--- config.mk ---
export PLATFORM = sky130hd
export DESIGN_NAME = job_admission_round_robin_scheduler
export DESIGN_NICKNAME = d
export VERILOG_FILES = /design/src/sv/jars_pkg.sv /design/src/sv/job_admission_round_robin_scheduler.sv
export SDC_FILE = /design/constraint.sdc
export NUM_CORES = 1
export LEC_CHECK = 0
export ABC_CLOCK_PERIOD_IN_PS = 11100
export BUFFER_PORTS_ARGS = -buffer_cell sky130_fd_sc_hd__buf_2
export CORE_ASPECT_RATIO = 1.75
export CORE_MARGIN = 5
export CORE_UTILIZATION = 65
export DETAILED_ROUTE_END_ITERATION = 12
export GPL_TIMING_DRIVEN = 0
export MAX_ROUTING_LAYER = met4
export PLACE_DENSITY = 0.84
export RECOVER_POWER = 100
export SETUP_SLACK_MARGIN = 0.05
export SKIP_LAST_GASP = 1
export SYNTH_ARGS = -nofsm -noshare
export SYNTH_HDL_FRONTEND = slang
export SYNTH_SLANG_ARGS = --single-unit
export TNS_END_PERCENT = 50
--- constraint.sdc ---
create_clock -name clk_i -period 11.1 [get_ports clk_i]
set_input_delay 2.22 -clock clk_i [delete_from_list [all_inputs] [get_ports clk_i]]
set_output_delay 2.22 -clock clk_i [all_outputs]
set_load 0.03 [all_outputs]
--- src/sv/jars_pkg.sv ---
// package for the job admission round-robin scheduler
// holds command, config-index, priority and outcome codes, controller states and the default queue depth
// no dependencies
package jars_pkg;

  localparam int unsigned QueueDepthDef = 16;

  localparam logic [1:0] CmdTick    = 2'd0;
  localparam logic [1:0] CmdArrive  = 2'd1;
  localparam logic [1:0] CmdRequest = 2'd2;
  localparam logic [1:0] CmdRelease = 2'd3;

  localparam logic [1:0] CfgTotalMemory  = 2'd0;
  localparam logic [1:0] CfgTotalDevices = 2'd1;
  localparam logic [1:0] CfgTimeQuantum  = 2'd2;

  localparam logic [1:0] PrioHigh = 2'd1;

  localparam logic [3:0] OutNone       = 4'd0;
  localparam logic [3:0] OutReady      = 4'd1;
  localparam logic [3:0] OutHeldHigh   = 4'd2;
  localparam logic [3:0] OutHeldLow    = 4'd3;
  localparam logic [3:0] OutTooBig     = 4'd4;
  localparam logic [3:0] OutFull       = 4'd5;
  localparam logic [3:0] OutGranted    = 4'd6;
  localparam logic [3:0] OutWaiting    = 4'd7;
  localparam logic [3:0] OutReqIgnored = 4'd8;
  localparam logic [3:0] OutReleased   = 4'd9;
  localparam logic [3:0] OutRelIgnored = 4'd10;

  typedef enum logic [4:0] {
    StIdle   = 5'b00001,
    StExec   = 5'b00010,
    StIns    = 5'b00100,
    StInsCmp = 5'b01000,
    StSched  = 5'b10000
  } state_e;

endpackage

--- src/sv/job_admission_round_robin_scheduler.sv ---
// job admission and round-robin cpu scheduler, top level
// queues live in synchronous memories; codes and states come from jars_pkg
// depends on jars_pkg
//
// One input transaction is one scheduler tick. A tick runs through accept,
// event evaluation (at most one write to a queue memory), and the scheduling
// step, which reads the ready queue head registered from its memory and may
// write the preempted job back. A job held at high priority adds a sorted
// insert through the hold memory, stepping through StIns and StInsCmp for
// every held entry with a larger run time, which moves up one slot, and then
// writing the new job into the freed slot. A new transaction is accepted while
// the previous result waits; the scheduling step waits until the result
// register is free.
module job_admission_round_robin_scheduler
  import jars_pkg::*;
#(
  parameter int unsigned QUEUE_DEPTH = QueueDepthDef
) (
  input  logic        clk_i,
  input  logic        rst_ni,
  input  logic        cfg_valid_i,
  output logic        cfg_ready_o,
  input  logic [1:0]  cfg_index_i,
  input  logic [15:0] cfg_data_i,
  input  logic        in_valid_i,
  output logic        in_ready_o,
  input  logic [1:0]  command_i,
  input  logic [7:0]  job_number_i,
  input  logic [15:0] memory_needed_i,
  input  logic [7:0]  device_count_i,
  input  logic [15:0] run_time_i,
  input  logic [1:0]  priority_req_i,
  output logic        out_valid_o,
  input  logic        out_ready_i,
  output logic [3:0]  outcome_o,
  output logic        cpu_busy_o,
  output logic [7:0]  running_job_o,
  output logic [15:0] free_memory_o,
  output logic [7:0]  free_devices_o,
  output logic [4:0]  ready_count_o
);

  localparam int unsigned AW = (QUEUE_DEPTH > 1) ? $clog2(QUEUE_DEPTH) : 1;
  localparam int unsigned FW = $clog2(QUEUE_DEPTH + 1);
  localparam logic [FW-1:0] FillFull = FW'(QUEUE_DEPTH);
  localparam logic [AW-1:0] PtrLast  = AW'(QUEUE_DEPTH - 1);

  // queue memories
  logic [7:0]  ready_mem [QUEUE_DEPTH];
  logic [23:0] high_mem  [QUEUE_DEPTH];
  logic [7:0]  low_mem   [QUEUE_DEPTH];
  logic [7:0]  wait_mem  [QUEUE_DEPTH];

  state_e state_q, state_d;

  logic [15:0] tot_mem_q, tot_mem_d;
  logic [7:0]  tot_dev_q, tot_dev_d;
  logic [7:0]  quantum_q, quantum_d;
  logic [15:0] mem_left_q, mem_left_d;
  logic [7:0]  dev_left_q, dev_left_d;
  logic [7:0]  timer_q, timer_d;
  logic        cpu_v_q, cpu_v_d;
  logic [7:0]  cpu_job_q, cpu_job_d;

  logic [FW-1:0] rdy_fill_q, rdy_fill_d;
  logic [AW-1:0] rdy_head_q, rdy_head_d;
  logic [AW-1:0] rdy_tail_q, rdy_tail_d;
  logic [FW-1:0] high_fill_q, high_fill_d;
  logic [FW-1:0] low_fill_q, low_fill_d;
  logic [FW-1:0] wait_fill_q, wait_fill_d;
  logic [AW-1:0] ins_idx_q, ins_idx_d;

  logic        fwd_q, fwd_d;
  logic [7:0]  fwd_job_q, fwd_job_d;

  // captured transaction
  logic [1:0]  x_cmd_q;
  logic [7:0]  x_job_q;
  logic [15:0] x_mem_q;
  logic [7:0]  x_dev_q;
  logic [15:0] x_rt_q;
  logic [1:0]  x_prio_q;

  logic [7:0]  rdy_rdata_q;
  logic [23:0] high_rdata_q;

  logic        rdy_we;
  logic [AW-1:0] rdy_waddr;
  logic [7:0]  rdy_wdata;
  logic        high_we;
  logic [AW-1:0] high_waddr;
  logic [23:0] high_wdata;
  logic [AW-1:0] high_raddr;
  logic        low_we;
  logic        wait_we;

  logic        ov_q, ov_d;
  logic [3:0]  res_q, res_d;
  logic [3:0]  o_outcome_q, o_outcome_d;
  logic        o_busy_q, o_busy_d;
  logic [7:0]  o_job_q, o_job_d;
  logic [15:0] o_mem_q, o_mem_d;
  logic [7:0]  o_dev_q, o_dev_d;
  logic [FW-1:0] o_fill_q, o_fill_d;

  logic [8:0]  rel_sum;
  logic        sw;
  logic [7:0]  head_job;
  logic [31:0] fill_w;

  assign cfg_ready_o = 1'b1;
  assign in_ready_o  = (state_q == StIdle);

  always_comb begin
    state_d     = state_q;
    tot_mem_d   = tot_mem_q;
    tot_dev_d   = tot_dev_q;
    quantum_d   = quantum_q;
    mem_left_d  = mem_left_q;
    dev_left_d  = dev_left_q;
    timer_d     = timer_q;
    cpu_v_d     = cpu_v_q;
    cpu_job_d   = cpu_job_q;
    rdy_fill_d  = rdy_fill_q;
    rdy_head_d  = rdy_head_q;
    rdy_tail_d  = rdy_tail_q;
    high_fill_d = high_fill_q;
    low_fill_d  = low_fill_q;
    wait_fill_d = wait_fill_q;
    ins_idx_d   = ins_idx_q;
    fwd_d       = fwd_q;
    fwd_job_d   = fwd_job_q;
    res_d       = res_q;
    ov_d        = ov_q;
    o_outcome_d = o_outcome_q;
    o_busy_d    = o_busy_q;
    o_job_d     = o_job_q;
    o_mem_d     = o_mem_q;
    o_dev_d     = o_dev_q;
    o_fill_d    = o_fill_q;
    rdy_we      = 1'b0;
    rdy_waddr   = rdy_tail_q;
    rdy_wdata   = x_job_q;
    high_we     = 1'b0;
    high_waddr  = ins_idx_q;
    high_wdata  = {x_job_q, x_rt_q};
    high_raddr  = ins_idx_q - AW'(1);
    low_we      = 1'b0;
    wait_we     = 1'b0;
    rel_sum     = {1'b0, dev_left_q} + {1'b0, x_dev_q};
    sw          = !cpu_v_q || (timer_q == quantum_q);
    head_job    = fwd_q ? fwd_job_q : rdy_rdata_q;

    if (ov_q && out_ready_i) begin
      ov_d = 1'b0;
    end

    if (cfg_valid_i) begin
      unique case (cfg_index_i)
        CfgTotalMemory: begin
          tot_mem_d  = cfg_data_i;
          mem_left_d = cfg_data_i;
        end
        CfgTotalDevices: begin
          tot_dev_d  = cfg_data_i[7:0];
          dev_left_d = cfg_data_i[7:0];
        end
        CfgTimeQuantum: quantum_d = cfg_data_i[7:0];
        default: ;
      endcase
    end

    unique case (state_q)
      StIdle: begin
        if (in_valid_i) begin
          state_d = StExec;
        end
      end
      StExec: begin
        fwd_d     = 1'b0;
        fwd_job_d = x_job_q;
        res_d     = OutNone;
        state_d   = StSched;
        case (x_cmd_q)
          CmdArrive: begin
            if (x_mem_q > tot_mem_q || x_dev_q > tot_dev_q) begin
              res_d = OutTooBig;
            end else if (x_mem_q <= mem_left_q) begin
              if (rdy_fill_q == FillFull) begin
                res_d = OutFull;
              end else begin
                rdy_we     = 1'b1;
                rdy_wdata  = x_job_q;
                rdy_tail_d = (rdy_tail_q == PtrLast) ? '0 : rdy_tail_q + AW'(1);
                rdy_fill_d = rdy_fill_q + FW'(1);
                fwd_d      = (rdy_fill_q == '0);
                mem_left_d = mem_left_q - x_mem_q;
                res_d      = OutReady;
              end
            end else if (x_prio_q == PrioHigh) begin
              if (high_fill_q == FillFull) begin
                res_d = OutFull;
              end else begin
                high_fill_d = high_fill_q + FW'(1);
                ins_idx_d   = high_fill_q[AW-1:0];
                res_d       = OutHeldHigh;
                state_d     = StIns;
              end
            end else if (low_fill_q == FillFull) begin
              res_d = OutFull;
            end else begin
              low_we     = 1'b1;
              low_fill_d = low_fill_q + FW'(1);
              res_d      = OutHeldLow;
            end
          end
          CmdRequest: begin
            if (!cpu_v_q || cpu_job_q != x_job_q) begin
              res_d = OutReqIgnored;
            end else if (dev_left_q >= x_dev_q) begin
              if (rdy_fill_q == FillFull) begin
                res_d = OutReqIgnored;
              end else begin
                rdy_we     = 1'b1;
                rdy_wdata  = cpu_job_q;
                rdy_tail_d = (rdy_tail_q == PtrLast) ? '0 : rdy_tail_q + AW'(1);
                rdy_fill_d = rdy_fill_q + FW'(1);
                fwd_d      = (rdy_fill_q == '0);
                fwd_job_d  = cpu_job_q;
                dev_left_d = dev_left_q - x_dev_q;
                cpu_v_d    = 1'b0;
                res_d      = OutGranted;
              end
            end else if (wait_fill_q == FillFull) begin
              res_d = OutReqIgnored;
            end else begin
              wait_we     = 1'b1;
              wait_fill_d = wait_fill_q + FW'(1);
              cpu_v_d     = 1'b0;
              res_d       = OutWaiting;
            end
          end
          CmdRelease: begin
            if (!cpu_v_q || cpu_job_q != x_job_q) begin
              res_d = OutRelIgnored;
            end else begin
              dev_left_d = rel_sum[8] ? 8'hff : rel_sum[7:0];
              res_d      = OutReleased;
            end
          end
          default: ;
        endcase
      end
      StIns: begin
        // walk down from the tail, moving larger run times up one slot
        if (ins_idx_q == '0) begin
          high_we = 1'b1;
          state_d = StSched;
        end else begin
          state_d = StInsCmp;
        end
      end
      StInsCmp: begin
        high_we = 1'b1;
        if (high_rdata_q[15:0] > x_rt_q) begin
          high_wdata = high_rdata_q;
          ins_idx_d  = ins_idx_q - AW'(1);
          state_d    = StIns;
        end else begin
          state_d = StSched;
        end
      end
      StSched: begin
        if (!ov_q || out_ready_i) begin
          o_busy_d = cpu_v_q;
          o_job_d  = cpu_v_q ? cpu_job_q : 8'd0;
          o_fill_d = rdy_fill_q;
          if (sw && rdy_fill_q != '0) begin
            rdy_head_d = (rdy_head_q == PtrLast) ? '0 : rdy_head_q + AW'(1);
            if (cpu_v_q) begin
              // preempted job goes to the tail
              rdy_we     = 1'b1;
              rdy_wdata  = cpu_job_q;
              rdy_tail_d = (rdy_tail_q == PtrLast) ? '0 : rdy_tail_q + AW'(1);
            end else begin
              rdy_fill_d = rdy_fill_q - FW'(1);
              o_fill_d   = rdy_fill_q - FW'(1);
            end
            cpu_v_d   = 1'b1;
            cpu_job_d = head_job;
            o_busy_d  = 1'b1;
            o_job_d   = head_job;
          end
          timer_d     = sw ? 8'd2 : timer_q + 8'd1;
          o_outcome_d = res_q;
          o_mem_d     = mem_left_q;
          o_dev_d     = dev_left_q;
          ov_d        = 1'b1;
          state_d     = StIdle;
        end
      end
      default: state_d = StIdle;
    endcase
  end

  always_ff @(posedge clk_i or negedge rst_ni) begin
    if (!rst_ni) begin
      state_q     <= StIdle;
      tot_mem_q   <= '0;
      tot_dev_q   <= '0;
      quantum_q   <= 8'd1;
      mem_left_q  <= '0;
      dev_left_q  <= '0;
      timer_q     <= 8'd1;
      cpu_v_q     <= 1'b0;
      cpu_job_q   <= '0;
      rdy_fill_q  <= '0;
      rdy_head_q  <= '0;
      rdy_tail_q  <= '0;
      high_fill_q <= '0;
      low_fill_q  <= '0;
      wait_fill_q <= '0;
      ins_idx_q   <= '0;
      fwd_q       <= 1'b0;
      ov_q        <= 1'b0;
    end else begin
      state_q     <= state_d;
      tot_mem_q   <= tot_mem_d;
      tot_dev_q   <= tot_dev_d;
      quantum_q   <= quantum_d;
      mem_left_q  <= mem_left_d;
      dev_left_q  <= dev_left_d;
      timer_q     <= timer_d;
      cpu_v_q     <= cpu_v_d;
      cpu_job_q   <= cpu_job_d;
      rdy_fill_q  <= rdy_fill_d;
      rdy_head_q  <= rdy_head_d;
      rdy_tail_q  <= rdy_tail_d;
      high_fill_q <= high_fill_d;
      low_fill_q  <= low_fill_d;
      wait_fill_q <= wait_fill_d;
      ins_idx_q   <= ins_idx_d;
      fwd_q       <= fwd_d;
      ov_q        <= ov_d;
    end
  end

  // payload registers
  always_ff @(posedge clk_i) begin
    fwd_job_q   <= fwd_job_d;
    res_q       <= res_d;
    o_outcome_q <= o_outcome_d;
    o_busy_q    <= o_busy_d;
    o_job_q     <= o_job_d;
    o_mem_q     <= o_mem_d;
    o_dev_q     <= o_dev_d;
    o_fill_q    <= o_fill_d;
    if (in_valid_i && in_ready_o) begin
      x_cmd_q  <= command_i;
      x_job_q  <= job_number_i;
      x_mem_q  <= memory_needed_i;
      x_dev_q  <= device_count_i;
      x_rt_q   <= run_time_i;
      x_prio_q <= priority_req_i;
    end
  end

  // ready queue memory, read-before-write; head read while empty is forwarded
  always_ff @(posedge clk_i) begin
    if (rdy_we) begin
      ready_mem[rdy_waddr] <= rdy_wdata;
    end
    rdy_rdata_q <= ready_mem[rdy_head_q];
  end

  always_ff @(posedge clk_i) begin
    if (high_we) begin
      high_mem[high_waddr] <= high_wdata;
    end
    high_rdata_q <= high_mem[high_raddr];
  end

  always_ff @(posedge clk_i) begin
    if (low_we) begin
      low_mem[low_fill_q[AW-1:0]] <= x_job_q;
    end
    if (wait_we) begin
      wait_mem[wait_fill_q[AW-1:0]] <= cpu_job_q;
    end
  end

  assign fill_w = 32'(o_fill_q);

  assign out_valid_o    = ov_q;
  assign outcome_o      = o_outcome_q;
  assign cpu_busy_o     = o_busy_q;
  assign running_job_o  = o_job_q;
  assign free_memory_o  = o_mem_q;
  assign free_devices_o = o_dev_q;
  assign ready_count_o  = fill_w[4:0];

endmodule

==> impl_metrics.tcl <==
set metrics [dict create \
    seq_area_mm2 0.0180 \
    die_x_um 164 \
    async_reset_ff_share_pct 17.9 \
    status "complete, but fails checks" \
    synth_edf_count 490 \
    fin_util_pct 73.0 \
    period_share_pct 49.3 \
    clock_latency_ns 0.59 \
    final.setup.tns_ns 0 \
    clock_skew_ns 0.0215 \
    ant_nets 0 \
    instances_no_fill 2586 \
    worst_path_max_delay_cell "clkbuf_1" \
    fin_crit_ns 5.48 \
    wl_per_cell_um 26.0 \
    violations "capacitance limit, slew limit" \
    placed_area_mm2 0.0285 \
    layout-drive-gt1-share_pct 14.5 \
    hpwl_um 44600 \
    path_cells "clkbuf_1 -> clkbuf_1 -> clkbuf_1 -> inv_1 -> ha_1 -> clkbuf_1 -> clkbuf_1 -> mux4_2 -> mux4_2" \
    port_buffers 118 \
    worstPathMaxFanout 10 \
    hold_viol 0 \
    n_fill_cell 2504 \
    areaGrowthSynthToFinish_pct 11.6 \
    clkTransAtPathRegs_ns 0.07 \
    fmax_mhz 183 \
    grt_pass1_vias 17400 \
    cp.arrival_ns 5.94 \
    required_ns 11.57 \
    peakVddDrop_mv 0.214 \
    maxCapViolations 32 \
    grt_max_degree 86 \
    mostFrequentLayoutCells "490 x edfxtp_1, 142 x nand2_1, 137 x clkbuf_1" \
    place_ws_ns 5.90 \
    clk_path_buf_depth 3 \
    seq_area_frac_synth_pct 66.4 \
    final.setup.worst_slack_ns 5.62 \
    cp_common_cell "clkbuf_1" \
    slew_headroom_pct -51.8 \
    rows 99 \
    post_cts.repair.setup_buffers 0 \
    p_total_mw 6.84 \
    antenna_cells 0 \
    die_area_mm2 0.0461 \
    ctsHoldBuffers 0 \
    nets 2159 \
    cts.sinks 626 \
    synth_ff_type "edfxtp_1" \
    root_buffer "clkbuf_16" \
    dr.first_iter.drc_count 1904 \
    worstMarginPinSlew_ns 2.28 \
    p_leak_nw 10.9 \
    die_h_um 280 \
    synth_area_mm2 0.0271 \
    grt_overflow 0 \
    wl_um 67100 \
    slew_viol_final 584 \
    critPathMaxStageDelay_ns 0.94 \
    place.gp.congestion 0.984 \
    detail_route.first_pass.iterations 7 \
    ys_seq_elements 626 \
    synthesis.nets 1979 \
    fin_hold_ws_ns 0.455 \
    multiInputGateArea_mm2 0.00842 \
    drc 0 \
    viasPerCell 6.48 \
    io_pins 120 \
    final_common_cell "edfxtp_1" \
    synth_cell_type_count 81 \
    core_area_mm2 0.0415 \
    powerDensity_mw_per_mm2 226 \
    finalSetupViolCount 0 \
    cts_tree "yes" \
    cts_buffers 53 \
    initial_core_util_pct 65.4 \
    start_kind "flop" \
    vias 16800 \
    post_cts_resized 0 \
    crit_buf_inv 6 \
    critical_path_class "flop to flop" \
    htree_levels 2 \
    antenna_found_initial 0 \
    endpoint_kind "flop" \
    grt.total_usage_pct 30.2 \
    dpl.cell_count 2485 \
    fin_area_mm2 0.0303 \
    hp-class "flop to flop" \
    netlist_instances 1806 \
    syn_avg_cell_area_um2 15.0 \
    yosysWarnings 0 \
    grt_first_pass_wirelength_um 101000 \
    rsz0062_at_grt "false" \
    path_delay_family "buffers and inverters" \
]
[state kept, by name, indices dropped and copies added, names as in the netlist, 8 cells and up]
signal / count
x_rt_q: 16
rdy_rdata_q: 8
quantum_q: 8
cpu_job_q: 8
timer_q: 8
free_devices_o: 8
x_mem_q: 16
x_job_q: 8
high_rdata_q: 16
x_dev_q: 8
running_job_o: 8
free_memory_o: 16
tot_dev_q: 8
dev_left_q: 8
tot_mem_q: 16
high_mem: 256
mem_left_q: 16
fwd_job_q: 8
ready_mem: 128
[path summary, 6_finish.rpt]
kind / from / endpoint / slack (ns) / cells after the start
worst max register to register: high_waddr[0]$_DFFE_PN0P_ / high_rdata_q[1]$_DFF_P_ / 5.62 / 9
worst min register to register: res_q[3]$_DFFE_PP_ / outcome_o[3]$_DFFE_PP_ / 0.46 / 0
max in group asynchronous: rst_ni / quantum_q[0]$_DFFE_PN1P_ / 7.76 / 2
min in group asynchronous: rst_ni / rdy_head_q[1]$_DFFE_PN0P_ / 2.12 / 1
worst max-delay path: high_waddr[0]$_DFFE_PN0P_ / high_rdata_q[1]$_DFF_P_ / 5.62 / 9
worst min-delay path: res_q[3]$_DFFE_PP_ / outcome_o[3]$_DFFE_PP_ / 0.46 / 0
[cell usage after synthesis, types with 4 or more instances]
cell type  number  share of area (%)
o21a_1          5               0.14
nor3_1         10               0.18
mux2i_1        37                1.4
dfrtp_1       109                 10
a31oi_1         8               0.18
or3_1           5               0.12
edfxtp_1      490                 54
a21o_1         14               0.39
o211ai_1        5               0.14
clkbuf_1       57               0.79
buf_2           8               0.15
ha_1           95                4.4
or2_2           6               0.14
a22oi_1        11               0.30
o21ai_0        95                1.8
o21bai_1        6               0.17
or4_1           4               0.11
xor2_1         12               0.39
a221oi_1       13               0.42
o22ai_1         4              0.092
nand2b_1       11               0.25
nand2_1       142                2.0
buf_1           7              0.097
nor2_1         74                1.0
and2_1         25               0.58
a21boi_0        7               0.19
and4_1          6               0.19
inv_1          92                1.3
xnor2_1        44                1.4
and3_1         17               0.39
o31ai_1         7               0.19
mux4_2         96                8.0
nor3b_1         6               0.17
nand4_1        21               0.48
nor4bb_1        5               0.18
nand3_1        24               0.44
a21oi_1        84                1.5
mux2_2         30                1.2
dfxtp_1        24                1.8
a31o_2          9               0.29
nor2b_1        15               0.35
a211oi_1        7               0.19
[layer usage]
metal / part of all wire [%] / track usage (%) / up-vias
met5: 0 / - / -
met2: 53 / 52.7 / 1027
met4: 7.4 / 16.8 / 0
met1: 32 / 33.2 / 8188
met3: 7.3 / 3.76 / 344
li1: - / - / 7210
[cell type report]
class	count	share of cell area (%)
repair buffers	125	1.90
plain buffers	78	1.00
well taps	555	2.29
clock buffers	68	4.81
flip-flops and latches	626	59.5
multi-input cells	1009	27.8
clock inverters	32	1.57
inverters	93	1.16
[kinds of logic after synthesis]
logic type               synth area share, %
flip-flops                              66.4
AND/OR/NAND/NOR                         7.03
AO/OA/AOI/OAI                           7.06
buffers and inverters                   2.54
multiplexers                            10.6
adder cells (fa/ha/maj)                 4.60
XOR/XNOR                                1.81
other                                 0.0138
[power by group]
part	internal [mW]	total, mW	switching, mW	leakage (nW)
sequential	2.85	3.03	0.177	6.04
combinational	0.681	1.76	1.08	3.95
clock	1.21	2.05	0.841	0.936
Power figures use the tool's default switching activity.
